--- config.mk ---
export PLATFORM = sky130hd
export DESIGN_NAME = crc8_checked_pressure_frame
export DESIGN_NICKNAME = d
export VERILOG_FILES = /design/src/sv/crc8pf_pkg.sv /design/src/sv/crc8pf_ctrl.sv /design/src/sv/crc8pf_dp.sv /design/src/sv/crc8_checked_pressure_frame.sv
export SDC_FILE = /design/constraint.sdc
export NUM_CORES = 1
export LEC_CHECK = 0
export BUFFER_PORTS_ARGS = -buffer_cell sky130_fd_sc_hd__buf_2
export CORE_MARGIN = 1
export CORE_UTILIZATION = 39
export CTS_BUF_LIST = sky130_fd_sc_hd__clkbuf_4
export CTS_CLUSTER_SIZE = 25
export DETAILED_ROUTE_END_ITERATION = 16
export SYNTH_ARGS = -nofsm -noshare
export SYNTH_HDL_FRONTEND = slang
export SYNTH_SLANG_ARGS = --single-unit
--- constraint.sdc ---
create_clock -name aclk -period 7.7 [get_ports aclk]
set_clock_uncertainty 0.15 [all_clocks]
set_input_delay 0.385 -clock aclk [delete_from_list [all_inputs] [get_ports aclk]]
set_output_delay 0.385 -clock aclk [all_outputs]
set_load 0.01 [all_outputs]
--- src/sv/crc8pf_pkg.sv ---
// Package: payload types, control structs, status codes and the CRC-8 byte function.
package crc8pf_pkg;

    localparam logic [7:0]  CRC_INIT    = 8'hFF;
    localparam logic [7:0]  CRC_POLY    = 8'h31;
    localparam logic [3:0]  FRAME_LAST  = 4'd8;
    localparam logic [15:0] SCALE_RESET = 16'd6000;

    localparam logic [1:0] STATUS_OK      = 2'd0;
    localparam logic [1:0] STATUS_CRC_ERR = 2'd1;
    localparam logic [1:0] STATUS_BUS_ERR = 2'd2;

    typedef struct packed {
        logic [7:0] data_byte;
        logic       frame_start;
        logic       bus_error;
    } in_word_t;

    typedef struct packed {
        logic [1:0]          status;
        logic signed [15:0]  raw_counts;
        logic signed [31:0]  pressure_hpa_q16;
    } out_word_t;

    typedef enum logic [0:0] {
        ST_IDLE,
        ST_DIV
    } state_t;

    typedef struct packed {
        logic take_byte;
        logic div_run;
    } cmd_t;

    typedef struct packed {
        logic start_div;
        logic div_last;
        logic out_free;
    } sts_t;

    // one byte through the MSB-first CRC-8 register
    function automatic logic [7:0] crc_byte(input logic [7:0] crc, input logic [7:0] b);
        logic [7:0] c;
        c = crc ^ b;
        for (int k = 0; k < 8; k++) begin
            if (c[7]) begin
                c = {c[6:0], 1'b0} ^ CRC_POLY;
            end else begin
                c = {c[6:0], 1'b0};
            end
        end
        return c;
    endfunction

endpackage

--- src/sv/crc8pf_ctrl.sv ---
// Controller: byte acceptance and division sequencing.
module crc8pf_ctrl (
    input  logic                 aclk,
    input  logic                 aresetn,
    input  logic                 s_valid,
    output logic                 s_ready,
    input  crc8pf_pkg::sts_t     sts,
    output crc8pf_pkg::cmd_t     cmd
);

    crc8pf_pkg::state_t state_reg, state_next;

    always_ff @(posedge aclk) begin
        if (!aresetn) begin
            state_reg <= crc8pf_pkg::ST_IDLE;
        end else begin
            state_reg <= state_next;
        end
    end

    always_comb begin
        state_next = state_reg;
        case (state_reg)
            crc8pf_pkg::ST_IDLE: begin
                if (s_valid && s_ready && sts.start_div) begin
                    state_next = crc8pf_pkg::ST_DIV;
                end
            end
            crc8pf_pkg::ST_DIV: begin
                if (sts.div_last) begin
                    state_next = crc8pf_pkg::ST_IDLE;
                end
            end
            default: state_next = crc8pf_pkg::ST_IDLE;
        endcase
    end

    always_comb begin
        s_ready       = 1'b0;
        cmd.take_byte = 1'b0;
        cmd.div_run   = 1'b0;
        case (state_reg)
            crc8pf_pkg::ST_IDLE: begin
                s_ready       = sts.out_free;
                cmd.take_byte = s_valid && sts.out_free;
            end
            crc8pf_pkg::ST_DIV: begin
                cmd.div_run = 1'b1;
            end
            default: begin
                s_ready = 1'b0;
            end
        endcase
    end

endmodule

--- src/sv/crc8pf_dp.sv ---
// Datapath: frame state, CRC check, restoring divider and output register.
module crc8pf_dp #(
    parameter int FRAC_BITS = 16
) (
    input  logic                  aclk,
    input  logic                  aresetn,
    input  logic                  cfg_wr_en,
    input  logic [15:0]           cfg_wr_data,
    input  crc8pf_pkg::in_word_t  s_word,
    input  crc8pf_pkg::cmd_t      cmd,
    output crc8pf_pkg::sts_t      sts,
    output logic                  m_valid,
    input  logic                  m_ready,
    output crc8pf_pkg::out_word_t m_word
);

    localparam int DW    = 16 + FRAC_BITS;
    localparam int CNT_W = $clog2(DW);

    logic [15:0] scale_reg;
    logic [3:0]  pos_reg, pos_next;
    logic [7:0]  crc_reg, crc_next;
    logic        good_reg, good_next;
    logic [15:0] word_reg, word_next;

    logic [DW-1:0]    q_reg, q_next;
    logic [15:0]      rem_reg, rem_next;
    logic [15:0]      div_reg, div_next;
    logic             neg_reg, neg_next;
    logic [CNT_W-1:0] cnt_reg, cnt_next;

    logic                  m_valid_reg, m_valid_next;
    crc8pf_pkg::out_word_t m_word_reg, m_word_next;

    logic        eff_clear;
    logic [3:0]  pos_eff;
    logic [7:0]  crc_eff;
    logic        good_eff;
    logic        good_new;
    logic        is_check;
    logic        last_byte;
    logic        load_imm;
    logic        load_div;
    logic [15:0] mag;
    logic [16:0] trial;
    logic        trial_ok;

    // final quotient including the bit resolved in the last step
    function automatic logic [31:0] q_next_ext(input logic [DW-1:0] q, input logic bit_in);
        logic [DW-1:0] qn;
        qn = {q[DW-2:0], bit_in};
        return 32'(qn);
    endfunction

    // frame_start or an impossible position restarts the frame before the byte
    always_comb begin
        eff_clear = s_word.frame_start || (pos_reg > crc8pf_pkg::FRAME_LAST);
        pos_eff   = eff_clear ? 4'd0 : pos_reg;
        crc_eff   = eff_clear ? crc8pf_pkg::CRC_INIT : crc_reg;
        good_eff  = eff_clear ? 1'b1 : good_reg;
        is_check  = pos_eff inside {4'd2, 4'd5, 4'd8};
        good_new  = is_check ? (good_eff && (crc_eff == s_word.data_byte)) : good_eff;
        last_byte = pos_eff == crc8pf_pkg::FRAME_LAST;
        load_imm  = cmd.take_byte && (s_word.bus_error || (last_byte && !good_new));
        load_div  = cmd.div_run && sts.div_last;
        mag       = word_reg[15] ? (16'd0 - word_reg) : word_reg;
        trial     = {rem_reg, q_reg[DW-1]} - {1'b0, div_reg};
        trial_ok  = !trial[16];
    end

    assign sts.start_div = !s_word.bus_error && last_byte && good_new;
    assign sts.div_last  = cnt_reg == CNT_W'(DW - 1);
    assign sts.out_free  = !m_valid_reg || m_ready;

    // frame state
    always_comb begin
        pos_next  = pos_reg;
        crc_next  = crc_reg;
        good_next = good_reg;
        word_next = word_reg;
        if (cmd.take_byte) begin
            if (s_word.bus_error) begin
                pos_next  = 4'd0;
                crc_next  = crc8pf_pkg::CRC_INIT;
                good_next = 1'b1;
            end else begin
                if (pos_eff == 4'd0) begin
                    word_next = {s_word.data_byte, 8'h00};
                end else if (pos_eff == 4'd1) begin
                    word_next = {word_reg[15:8], s_word.data_byte};
                end
                crc_next = is_check ? crc8pf_pkg::CRC_INIT
                                    : crc8pf_pkg::crc_byte(crc_eff, s_word.data_byte);
                if (last_byte) begin
                    pos_next  = 4'd0;
                    crc_next  = crc8pf_pkg::CRC_INIT;
                    good_next = 1'b1;
                end else begin
                    pos_next  = pos_eff + 4'd1;
                    good_next = good_new;
                end
            end
        end
    end

    // restoring divider, one quotient bit per cycle; q_reg holds dividend then quotient
    always_comb begin
        q_next   = q_reg;
        rem_next = rem_reg;
        div_next = div_reg;
        neg_next = neg_reg;
        cnt_next = cnt_reg;
        if (cmd.take_byte && sts.start_div) begin
            q_next   = DW'({mag, {FRAC_BITS{1'b0}}});
            rem_next = 16'd0;
            div_next = (scale_reg == 16'd0) ? 16'd1 : scale_reg;
            neg_next = word_reg[15];
            cnt_next = '0;
        end else if (cmd.div_run) begin
            q_next   = {q_reg[DW-2:0], trial_ok};
            rem_next = trial_ok ? trial[15:0] : {rem_reg[14:0], q_reg[DW-1]};
            cnt_next = cnt_reg + CNT_W'(1);
        end
    end

    // output register
    always_comb begin
        m_valid_next = m_valid_reg;
        m_word_next  = m_word_reg;
        if (m_ready) begin
            m_valid_next = 1'b0;
        end
        if (load_imm) begin
            m_valid_next                 = 1'b1;
            m_word_next.status           = s_word.bus_error ? crc8pf_pkg::STATUS_BUS_ERR
                                                            : crc8pf_pkg::STATUS_CRC_ERR;
            m_word_next.raw_counts       = '0;
            m_word_next.pressure_hpa_q16 = '0;
        end else if (load_div) begin
            m_valid_next                 = 1'b1;
            m_word_next.status           = crc8pf_pkg::STATUS_OK;
            m_word_next.raw_counts       = word_reg;
            m_word_next.pressure_hpa_q16 = neg_reg ? (32'd0 - q_next_ext(q_reg, trial_ok))
                                                   : q_next_ext(q_reg, trial_ok);
        end
    end

    always_ff @(posedge aclk) begin
        if (!aresetn) begin
            scale_reg   <= crc8pf_pkg::SCALE_RESET;
            pos_reg     <= 4'd0;
            crc_reg     <= crc8pf_pkg::CRC_INIT;
            good_reg    <= 1'b1;
            word_reg    <= 16'd0;
            m_valid_reg <= 1'b0;
        end else begin
            if (cfg_wr_en) begin
                scale_reg <= cfg_wr_data;
            end
            pos_reg     <= pos_next;
            crc_reg     <= crc_next;
            good_reg    <= good_next;
            word_reg    <= word_next;
            m_valid_reg <= m_valid_next;
        end
    end

    always_ff @(posedge aclk) begin
        q_reg      <= q_next;
        rem_reg    <= rem_next;
        div_reg    <= div_next;
        neg_reg    <= neg_next;
        cnt_reg    <= cnt_next;
        m_word_reg <= m_word_next;
    end

    assign m_valid = m_valid_reg;
    assign m_word  = m_word_reg;

`ifndef SYNTHESIS
    a_no_overwrite: assert property (@(posedge aclk) disable iff (!aresetn)
        cmd.take_byte |-> (!m_valid_reg || m_ready))
        else $error("byte taken while a result would be overwritten");

    a_pos_range: assert property (@(posedge aclk) disable iff (!aresetn)
        pos_reg <= crc8pf_pkg::FRAME_LAST)
        else $error("byte position beyond frame");

    a_err_zero: assert property (@(posedge aclk) disable iff (!aresetn)
        (m_valid_reg && m_word_reg.status != crc8pf_pkg::STATUS_OK) |->
        (m_word_reg.raw_counts == 16'sd0 && m_word_reg.pressure_hpa_q16 == 32'sd0))
        else $error("error word carries nonzero payload");

    a_quot_sign: assert property (@(posedge aclk) disable iff (!aresetn)
        load_div |=> (m_word_reg.status == crc8pf_pkg::STATUS_OK &&
        (m_word_reg.pressure_hpa_q16 == 32'sd0 ||
         m_word_reg.pressure_hpa_q16[31] == m_word_reg.raw_counts[15])))
        else $error("quotient sign disagrees with raw pressure");
`endif

endmodule

--- src/sv/crc8_checked_pressure_frame.sv ---
// Top level: CRC-8 checked pressure frame decoder with Q16.16 scaling.
//
//  port group      dir  handshake          payload
//  s_*  (bytes)    in   s_valid/s_ready    in_word_t  {data_byte, frame_start, bus_error}
//  m_*  (results)  out  m_valid/m_ready    out_word_t {status, raw_counts, pressure_hpa_q16}
//  cfg_*           in   cfg_wr_en          scale_counts_per_hpa
//
// The ninth byte of a good frame starts the restoring divider, which resolves
// 16 + FRAC_BITS quotient bits, one at a time; no byte is taken while it runs.
// Bus errors and CRC failures give their word in the cycle after the byte.
// Reset is synchronous; the scale register comes up at 6000.
// Bytes are taken only while the result register is empty or being drained.
module crc8_checked_pressure_frame #(
    parameter int FRAC_BITS = 16
) (
    input  logic                  aclk,
    input  logic                  aresetn,
    input  logic                  cfg_wr_en,
    input  logic [15:0]           cfg_wr_data,
    input  logic                  s_valid,
    output logic                  s_ready,
    input  crc8pf_pkg::in_word_t  s_word,
    output logic                  m_valid,
    input  logic                  m_ready,
    output crc8pf_pkg::out_word_t m_word
);

    crc8pf_pkg::cmd_t cmd;
    crc8pf_pkg::sts_t sts;

    crc8pf_ctrl u_ctrl (
        .aclk    (aclk),
        .aresetn (aresetn),
        .s_valid (s_valid),
        .s_ready (s_ready),
        .sts     (sts),
        .cmd     (cmd)
    );

    crc8pf_dp #(
        .FRAC_BITS (FRAC_BITS)
    ) u_dp (
        .aclk        (aclk),
        .aresetn     (aresetn),
        .cfg_wr_en   (cfg_wr_en),
        .cfg_wr_data (cfg_wr_data),
        .s_word      (s_word),
        .cmd         (cmd),
        .sts         (sts),
        .m_valid     (m_valid),
        .m_ready     (m_ready),
        .m_word      (m_word)
    );

endmodule

==> impl_metrics.ini, run 1 <==
[synthesis]
synth_area_sq_um = 8590
synthCells = 997
syn_avg_cell_area_sq_um = 8.62
yosysTopAreaCellShare_pct = 30.8
ys_seq_elements = 167
synthArstFlopShare_pct = 0
synth.distinct_cells = 64
synth_edf_count = 35
synth.top_cells.by_area = dfxtp_1 31%, edfxtp_1 12%, nand2_1 5.9%
ys_seq_area_share_pct = 43.0
yosysWarnings = 0
syn_nets = 1053
ys.flop_type = dfxtp_1
yosysTopAreaCell = dfxtp_1

[die]
die_y_um = 150
dieArea_sq_um = 22600
start_util_pct = 40.4
dieWidth_um = 150
core_area_sq_um = 21300
core.rowCount = 53
io_pins = 83

[sta]
hold_ws_ns = 0.0399
min_period_ns = 4.38
setup_violations = 0
drv_slew = 0
max_freq_mhz = 228
rsz0062_at_grt = no
hold_viol_final = 0
tightest_slew_ns = 1.16
slew_headroom_pct = 22.4
tns_ns = 0
finalCritPeriodShare_pct = 56.8

[worst_setup_path]
worst-path-max-fanout = 26
critPathArrivalTime_ns = 4.44
endpoint = u_dp.q_reg[24]$_DFFE_PP_
cp_data_required_time_ns = 7.77
timing.rr.end = u_dp.q_reg[24]$_DFFE_PP_
start_kind = register
crit_path_end_kind = register
rr_worst_depth = 11
rrSetupSlack_ns = 3.32
critical_path_class = reg2reg
critPathLaunch = u_dp.pos_reg[1]$_SDFFE_PN0P_
worstReg2RegStart = u_dp.pos_reg[1]$_SDFFE_PN0P_

[clocking]
clk_pin_slew_ns = 0.14
cts_max_level = 4
cts_setup_buffers = 0
cts_buffer_depth = 2
cts-buffers-inserted = 17
cts_tree = done
numClockSinks = 167
ctsResizeCount = 0
cts_hold_buf = 20
root_buffer = clkbuf_4
clkLatencyLatePin_ns = 0.57

[global_route]
grt_use_total_pct = 18.0
grt_pass1_vias = 6258
gr-total-overflow = 0
grt_pass1_wl_um = 32300
antenna_found_initial = 1
grt_max_degree = 64

[layout]
multi_input_area_sq_um = 4510
mostFrequentLayoutCell = nand2_1
layout_common_cells = 136 x nand2_1, 131 x dfxtp_1, 82 x buf_2
postLayoutCoreUtil_pct = 44.9
syn2layout_area_growth_pct = 11.3
nFillCells = 2131
seq_area_sq_um = 3690
drive_gt1_share_pct = 13.1
layout.nets = 1102
largest_register_ffs = 50

[power]
cellLeakagePower_uw = 0.00381
pwr_density_cell_nw_per_um2 = 170
clkPwrFrac_pct = 30.0
swShare_pct = 28.2
p_switching_uw = 458
p_int_uw = 1160
p_comb_share_pct = 11.8
seqPwrFrac_pct = 58.2
ir_worst_vdd_v = 0.000106

[min_path]
hold_class = in2reg
hold_path_startpoint = s_word[7]

[placement]
port_buffers = 82
dp_hpwl_um = 13300
gp_congestion = 0.823

[routing]
drc_errors = 0
drt_first_pass_iters = 4
via_per_inst = 5.17
avgRoutedWirePerCell_um = 14.6
drt_iter0_drc = 332
totalWireLength_um = 19500
vias = 6898
ant_nets = 0

[run_status]
outcome = completed

[flow_run]
maxCapViolCount = 0
-- power groups by stage --
stage | clock [uW] | combinational (uW) | sequential (uW)
global placement | 0 | 182 | 963
finish | 487 | 191 | 945
CTS | 504 | 192 | 944
global route | 542 | 214 | 949
detailed placement | 0 | 183 | 963
floorplan | 0 | 150 | 952
-- worst max-delay path, stage by stage, from the launching register on --
cell	delay (ns)
dfxtp_1	0.36
o31a_1	0.34
nor2_1	0.29
nand2_1	0.17
ha_1	0.37
and3_1	0.27
a21oi_1	0.11
o21ai_0	0.17
a211o_1	0.69
buf_4	0.38
and2_1	0.24
inv_1	0.46
-- layer usage --
metal  up-vias  wire (um)  global-route usage [%]
met2       121       8390                    26.8
met5         -          0                       0
met3        13        786                    3.55
met1      3186      10200                    26.5
met4         0        155                    4.24
li1       3578          -                       -
-- worst min path at each step --
stage | endpoint | slack [ns] | cells after the start
6_report | u_dp.word_reg[13]$_SDFFE_PN0P_ | 0.04 | 3
5_1_grt | u_dp.word_reg[9]$_SDFFE_PN0P_ | 0.01 | 3
4_1_cts | u_dp.word_reg[11]$_SDFFE_PN0P_ | 0.0006 | 3
3_5_place_dp | u_dp.div_reg[7]$_SDFFCE_PN0P_ | 0.30 | 0
3_3_place_gp | u_dp.m_word[41]$_SDFFE_PP0P_ | 0.29 | 2
2_1_floorplan | u_dp.cnt_reg[4]$_SDFFE_PP0P_ | 0.29 | 2
-- synth_stat cells (4+ instances only) --
master,n
or3_1,13
xnor2_1,35
a22o_1,7
edfxtp_1,35
or2_2,5
nor4_1,13
a21oi_1,55
mux2i_1,27
and2_1,5
a211oi_1,24
ha_1,24
nand2b_1,5
clkbuf_1,73
dfxtp_1,132
nor2b_1,37
a21o_1,6
inv_1,26
buf_1,6
xor2_1,45
nor3_1,19
o211ai_1,6
nor2_1,71
nor3b_1,10
and3_1,5
and4_1,4
nand3_1,21
o31ai_1,11
o21ai_0,81
o22ai_1,8
nand2_1,136
-- cells by family (layout without fill, tap and decap cells) --
| family | after synthesis | after routing | share of synthesized area, % |
|---|---|---|---|
| simple gates | 363 | 363 | 20.6 |
| compound gates | 228 | 228 | 16.5 |
| flops | 167 | 167 | 43.0 |
| buf+inv | 105 | 167 | 4.59 |
| xor+xnor | 80 | 80 | 8.16 |
| mux | 29 | 29 | 3.41 |
| fa+ha+maj | 25 | 25 | 3.73 |
| other cells | 0 | 1 | 0 |
-- cell type report --
cell class / count / share of cell area (%)
multi-input combinational: 725 / 47.1
clock inverter: 15 / 1.33
clock buffer: 17 / 1.33
sequential: 167 / 38.6
tap: 275 / 3.60
antenna: 1 / 0.0262
timing repair buffer: 109 / 6.93
inverter: 26 / 1.02
-- stage by stage --
step,cell area [sq um],total power (uW),setup WS (ns),cells
after global placement,9110,1140,3.48,1282
after global routing,9560,1700,2.99,1335
final,9560,1620,3.32,1335
after detailed placement,9110,1150,3.37,1282
after floorplan,8590,1100,3.35,997
after CTS,9560,1640,3.35,1334
Note: power is estimated with default switching activity, not from simulation.
==> inputs of run 2 (changes only) <==
clock period = 3.5 ns   (was 7.7 ns; I/O delays follow)
==> impl_metrics.ini, run 2 (synthesis gave the netlist of run 1 again) <==
[die]
die_y_um = 150
start_util_pct = 40.4
core_area_sq_um = 21300
io_pins = 83
dieWidth_um = 150
core.rowCount = 53
dieArea_sq_um = 22600

[clocking]
clkLatencyLatePin_ns = 0.57
cts-buffers-inserted = 17
root_buffer = clkbuf_4
cts_buffer_depth = 2
cts_max_level = 4
clk_pin_slew_ns = 0.15
cts_tree = done
numClockSinks = 167

[worst_setup_path]
worst-path-max-fanout = 7
worstPathCellList = ha_4, fa_2, nor2b_4, o31ai_2, a21oi_2, a211oi_4, nand2b_4, a21oi_4, ha_4, nand2_2, or2_4, or3_4, o31ai_4, xor2_1, a211oi_1
crit_path_end_kind = register
crit_family = simple AND/OR/NAND/NOR gates
crit_buf_inv = 0
slowest_stage = edfxtp_1
cpMostUsedCell = ha_4
critical_path_class = reg2reg
worst_path_largest_cell_delay_ns = 0.47
cp_data_required_time_ns = 3.77
critPathArrivalTime_ns = 3.79
start_kind = register

[placement]
dp_hpwl_um = 13600
port_buffers = 82
pre_cts_ws_ns = -0.107
postPlaceCellArea_sq_um = 9440
gp_congestion = 0.829

[global_route]
grt_max_degree = 64
antenna_found_initial = 1
grt_use_total_pct = 18.7
grt_pass1_wl_um = 33600
gr-total-overflow = 0
grt_pass1_vias = 6761

[layout]
nFillCells = 2056
final_area_sq_um = 10300
layout.nets = 1166
largest_register_ffs = 50
mostFrequentLayoutCell = nand2_1
layout_common_cells = 135 x nand2_1, 130 x dfxtp_1, 82 x buf_2
syn2layout_area_growth_pct = 20.3
drive_gt1_share_pct = 17.1

[routing]
via_per_inst = 5.14
avgRoutedWirePerCell_um = 14.4
vias = 7190
drt_iter0_drc = 349
totalWireLength_um = 20100
drc_errors = 0
ant_nets = 0
drt_first_pass_iters = 5

[power]
pwr_density_cell_nw_per_um2 = 355
cellLeakagePower_uw = 0.00412
ir_worst_vdd_v = 0.000225

[sta]
finalCritPeriodShare_pct = 100
slew_headroom_pct = 37.9
rsz0062_at_grt = yes
setup_ws_ns = -0.0144
hold_viol_final = 0
max_freq_mhz = 285
setup_violations = 1
tightest_slew_ns = 0.932
min_period_ns = 3.51
drv_slew = 0

[run_status]
violations = setup timing
outcome = complete, but fails checks

[flow_run]
maxCapViolCount = 0

[min_path]
hold_class = reg2reg
==> run 2: power breakdown <==
| group | total, uW | internal (uW) | leakage, uW | switching [uW] |
|---|---|---|---|---|
| combinational | 484 | 247 | 0.00258 | 237 |
| clock | 1110 | 367 | 0.000143 | 741 |
| sequential | 2080 | 2010 | 0.00140 | 63.2 |
==> run 2: path summary, 6_finish.rpt <==
| check | from | to | slack [ns] | cells past startpoint |
|---|---|---|---|---|
| min reg2reg | u_dp.m_word[36]$_SDFFE_PP0P_ | u_dp.m_word[36]$_SDFFE_PP0P_ | 0.31 | 2 |
| max reg2reg | u_dp.div_reg[0]$_SDFFCE_PN1P_ | u_dp.m_word[28]$_SDFFE_PP0P_ | -0.01 | 15 |
| max | u_dp.div_reg[0]$_SDFFCE_PN1P_ | u_dp.m_word[28]$_SDFFE_PP0P_ | -0.01 | 15 |
| min | u_dp.m_word[36]$_SDFFE_PP0P_ | u_dp.m_word[36]$_SDFFE_PP0P_ | 0.31 | 2 |
==> run 2: routing by layer <==
metal	wire (um)	track usage, %
met5	0	0
met4	171	5.00
met3	800	4.30
met2	8910	28.5
met1	10200	26.3
==> run 2: cell type report <==
| class | instances | area, sq um | area share (%) |
|---|---|---|---|
| Clock buffer | 17 | 128 | 1.24 |
| Sequential cell | 167 | 3700 | 35.8 |
| Inverter | 26 | 97.6 | 0.945 |
| Timing Repair Buffer | 173 | 1260 | 12.2 |
| Tap cell | 275 | 344 | 3.33 |
| Antenna cell | 1 | 2.50 | 0.0242 |
| Clock inverter | 15 | 144 | 1.39 |
| Multi-Input combinational cell | 725 | 4660 | 45.1 |
==> run 2: per-stage QoR <==
step           hold WS, ns  total power [uW]  cells  utilization [%]  TNS, ns
2_1_floorplan        0.154              2440    997                -   -0.759
3_3_place_gp         0.239              2540   1310             44.4   -0.100
3_5_place_dp         0.244              2540   1310             44.4   -0.607
4_1_cts              0.302              3710   1398             48.4        0
5_1_grt              0.294              3850   1399             48.5    -1.66
6_report             0.312              3670   1399             48.5  -0.0144
==> run 2: timing repair <==
item / CTS / global route
endpoints found under the setup margin: 9 / 22
pin swaps: 7 / 6
resized for setup: 5 / 9
endpoints found under the hold margin: 48 / 0
buffers inserted: 3 / 1
hold buffers: 53 / 0
==> run 2: worst register-to-register path, stage by stage (launching register included) <==
cell and delay [ns]:
edfxtp_1 0.47, ha_4 0.20, fa_2 0.38, nor2b_4 0.13, o31ai_2 0.08, a21oi_2 0.21
a211oi_4 0.10, nand2b_4 0.17, a21oi_4 0.16, ha_4 0.16, nand2_2 0.04, or2_4 0.26
or3_4 0.38, o31ai_4 0.19, xor2_1 0.19, a211oi_1 0.09
==> inputs of run 3 (changes only) <==
clock period = 3.4 ns   (was 3.5 ns; I/O delays follow)
==> impl_metrics.ini, run 3 (synthesis gave the netlist of run 1 again) <==
[routing]
drt_iter0_drc = 441
avgRoutedWirePerCell_um = 14.5
drt_first_pass_iters = 5
drc_errors = 0
totalWireLength_um = 20600
vias = 7229
ant_nets = 0
via_per_inst = 5.12

[power]
swShare_pct = 30.1
seqPwrFrac_pct = 56.0
p_comb_share_pct = 13.4
clkPwrFrac_pct = 30.6
cellLeakagePower_uw = 0.00420
p_switching_uw = 1150
ir_worst_vdd_v = 0.000216
p_int_uw = 2670
pwr_density_cell_nw_per_um2 = 362
power_uw = 3820

[layout]
layout.nets = 1180
final_area_sq_um = 10500
mostFrequentLayoutCell = nand2_1
layout_common_cells = 134 x nand2_1, 130 x dfxtp_1, 82 x buf_2
syn2layout_area_growth_pct = 22.8
final_cell_count_no_fill = 1413
largest_register_ffs = 50
drive_gt1_share_pct = 19.0

[global_route]
grt_pass1_vias = 6895
use_met2_pct = 30.5
grt_use_total_pct = 19.2
met3_usage_pct = 3.64
grt_pass1_wl_um = 34600
use_met1_pct = 26.9
grt_max_degree = 64
gr-total-overflow = 0
antenna_found_initial = 1
busiest_layer = met2

[worst_setup_path]
critPathLaunch = u_dp.div_reg[0]$_SDFFCE_PN1P_
slowest_stage = edfxtp_1
critical_path_class = reg2reg
timing.rr.end = u_dp.m_word[28]$_SDFFE_PP0P_
critPathArrivalTime_ns = 3.82
worstPathCellList = ha_4, fa_2, nor2b_4, o31ai_4, a21oi_2, a211oi_4, nand2b_4, a21oi_4, ha_4, nand2_2, or2_4, or3_4, o31ai_4, xor2_1, a211oi_1
worstReg2RegStart = u_dp.div_reg[0]$_SDFFCE_PN1P_
endpoint = u_dp.m_word[28]$_SDFFE_PP0P_
crit_path_end_kind = register
rrSetupSlack_ns = -0.08
rr_worst_depth = 15
worst-path-max-fanout = 4
worst_path_largest_cell_delay_ns = 0.45
start_kind = register
cp_data_required_time_ns = 3.74

[clocking]
cts_max_level = 4
clkLatencyLatePin_ns = 0.59
root_buffer = clkbuf_4
numClockSinks = 167
cts_buffer_depth = 2
cts-buffers-inserted = 17
cts_tree = done
clk_pin_slew_ns = 0.15

[placement]
gp_congestion = 0.807
port_buffers = 82
postPlaceCellArea_sq_um = 9530
dp_hpwl_um = 13900
dp.cells = 1320

[run_status]
outcome = complete, but fails checks
violations = setup timing

[sta]
tightest_slew_ns = 0.915
drv_slew = 0
max_freq_mhz = 288
setup_ws_ns = -0.0778
hold_ws_ns = 0.312
setup_violations = 5
rsz0062_at_grt = yes
min_period_ns = 3.48
finalCritPeriodShare_pct = 102
slew_headroom_pct = 39.0
tns_ns = -0.264
hold_viol_final = 0

[die]
start_util_pct = 40.4
core.rowCount = 53
dieArea_sq_um = 22600
core_area_sq_um = 21300
dieWidth_um = 150
io_pins = 83
die_y_um = 150

[flow_run]
maxCapViolCount = 0

[min_path]
hold_class = reg2reg
[run 3: per-stage QoR]
stage | setup slack, ns | utilization [%]
5_1_grt | -0.258 | 49.5
4_1_cts | -0.0992 | 49.1
6_report | -0.0778 | 49.5
2_1_floorplan | -0.232 | -
3_5_place_dp | -0.204 | 44.8
3_3_place_gp | -0.0774 | 44.8
[run 3: critical path: cells and delay by family (launching register included)]
kind,cells,cell delay (ns)
and+or+nand+nor,5,1.00
AOI/OAI and AO/OA,6,1.00
adders and majority gates,3,0.71
DFF,1,0.45
xor gates and xnor gates,1,0.10
[run 3: cell type report]
type                            instances  area, sq um
Antenna cell                            1         2.50
Clock buffer                           17          128
Clock inverter                         15          155
Fill cell                            2051        10700
Inverter                               26         97.6
Multi-Input combinational cell        725         4740
Sequential cell                       167         3700
Tap cell                              275          344
Timing Repair Buffer                  187         1390
[run 3: worst min path at each step]
stage          slack, ns                          from                               to  cells after the start
2_1_floorplan       0.15               cfg_wr_data[10]  u_dp.scale_reg[10]$_SDFFE_PN1P_                      2
3_3_place_gp        0.23                cfg_wr_data[6]   u_dp.scale_reg[6]$_SDFFE_PN1P_                      3
3_5_place_dp        0.24               cfg_wr_data[12]  u_dp.scale_reg[12]$_SDFFE_PN1P_                      3
4_1_cts             0.31  u_dp.m_word[36]$_SDFFE_PP0P_     u_dp.m_word[36]$_SDFFE_PP0P_                      2
5_1_grt             0.34  u_dp.m_word[47]$_SDFFE_PP0P_     u_dp.m_word[47]$_SDFFE_PP0P_                      2
6_report            0.31  u_dp.m_word[36]$_SDFFE_PP0P_     u_dp.m_word[36]$_SDFFE_PP0P_                      2
[run 3: power by group through the flow]
stage | sequential [uW] | clock (uW) | combinational [uW]
final | 2140 | 1170 | 512
after detailed placement | 2180 | 0 | 445
after global routing | 2150 | 1290 | 570
after global placement | 2180 | 0 | 439
after CTS | 2140 | 1210 | 509
after floorplan | 2160 | 0 | 351
[run 3: timing repair]
action,CTS,global route
setup endpoints to repair,34,43
hold buffers,53,0
pin swaps,18,25
gates resized for setup,11,17
setup buffers,7,2
endpoints found under the hold margin,48,0
[run 3: per-layer routing]
| metal | part of all wire, % | vias to the layer above |
|---|---|---|
| met5 | 0 | - |
| met4 | 0.67 | 0 |
| met3 | 3.2 | 9 |
| met2 | 45 | 105 |
| met1 | 51 | 3383 |
| li1 | - | 3732 |
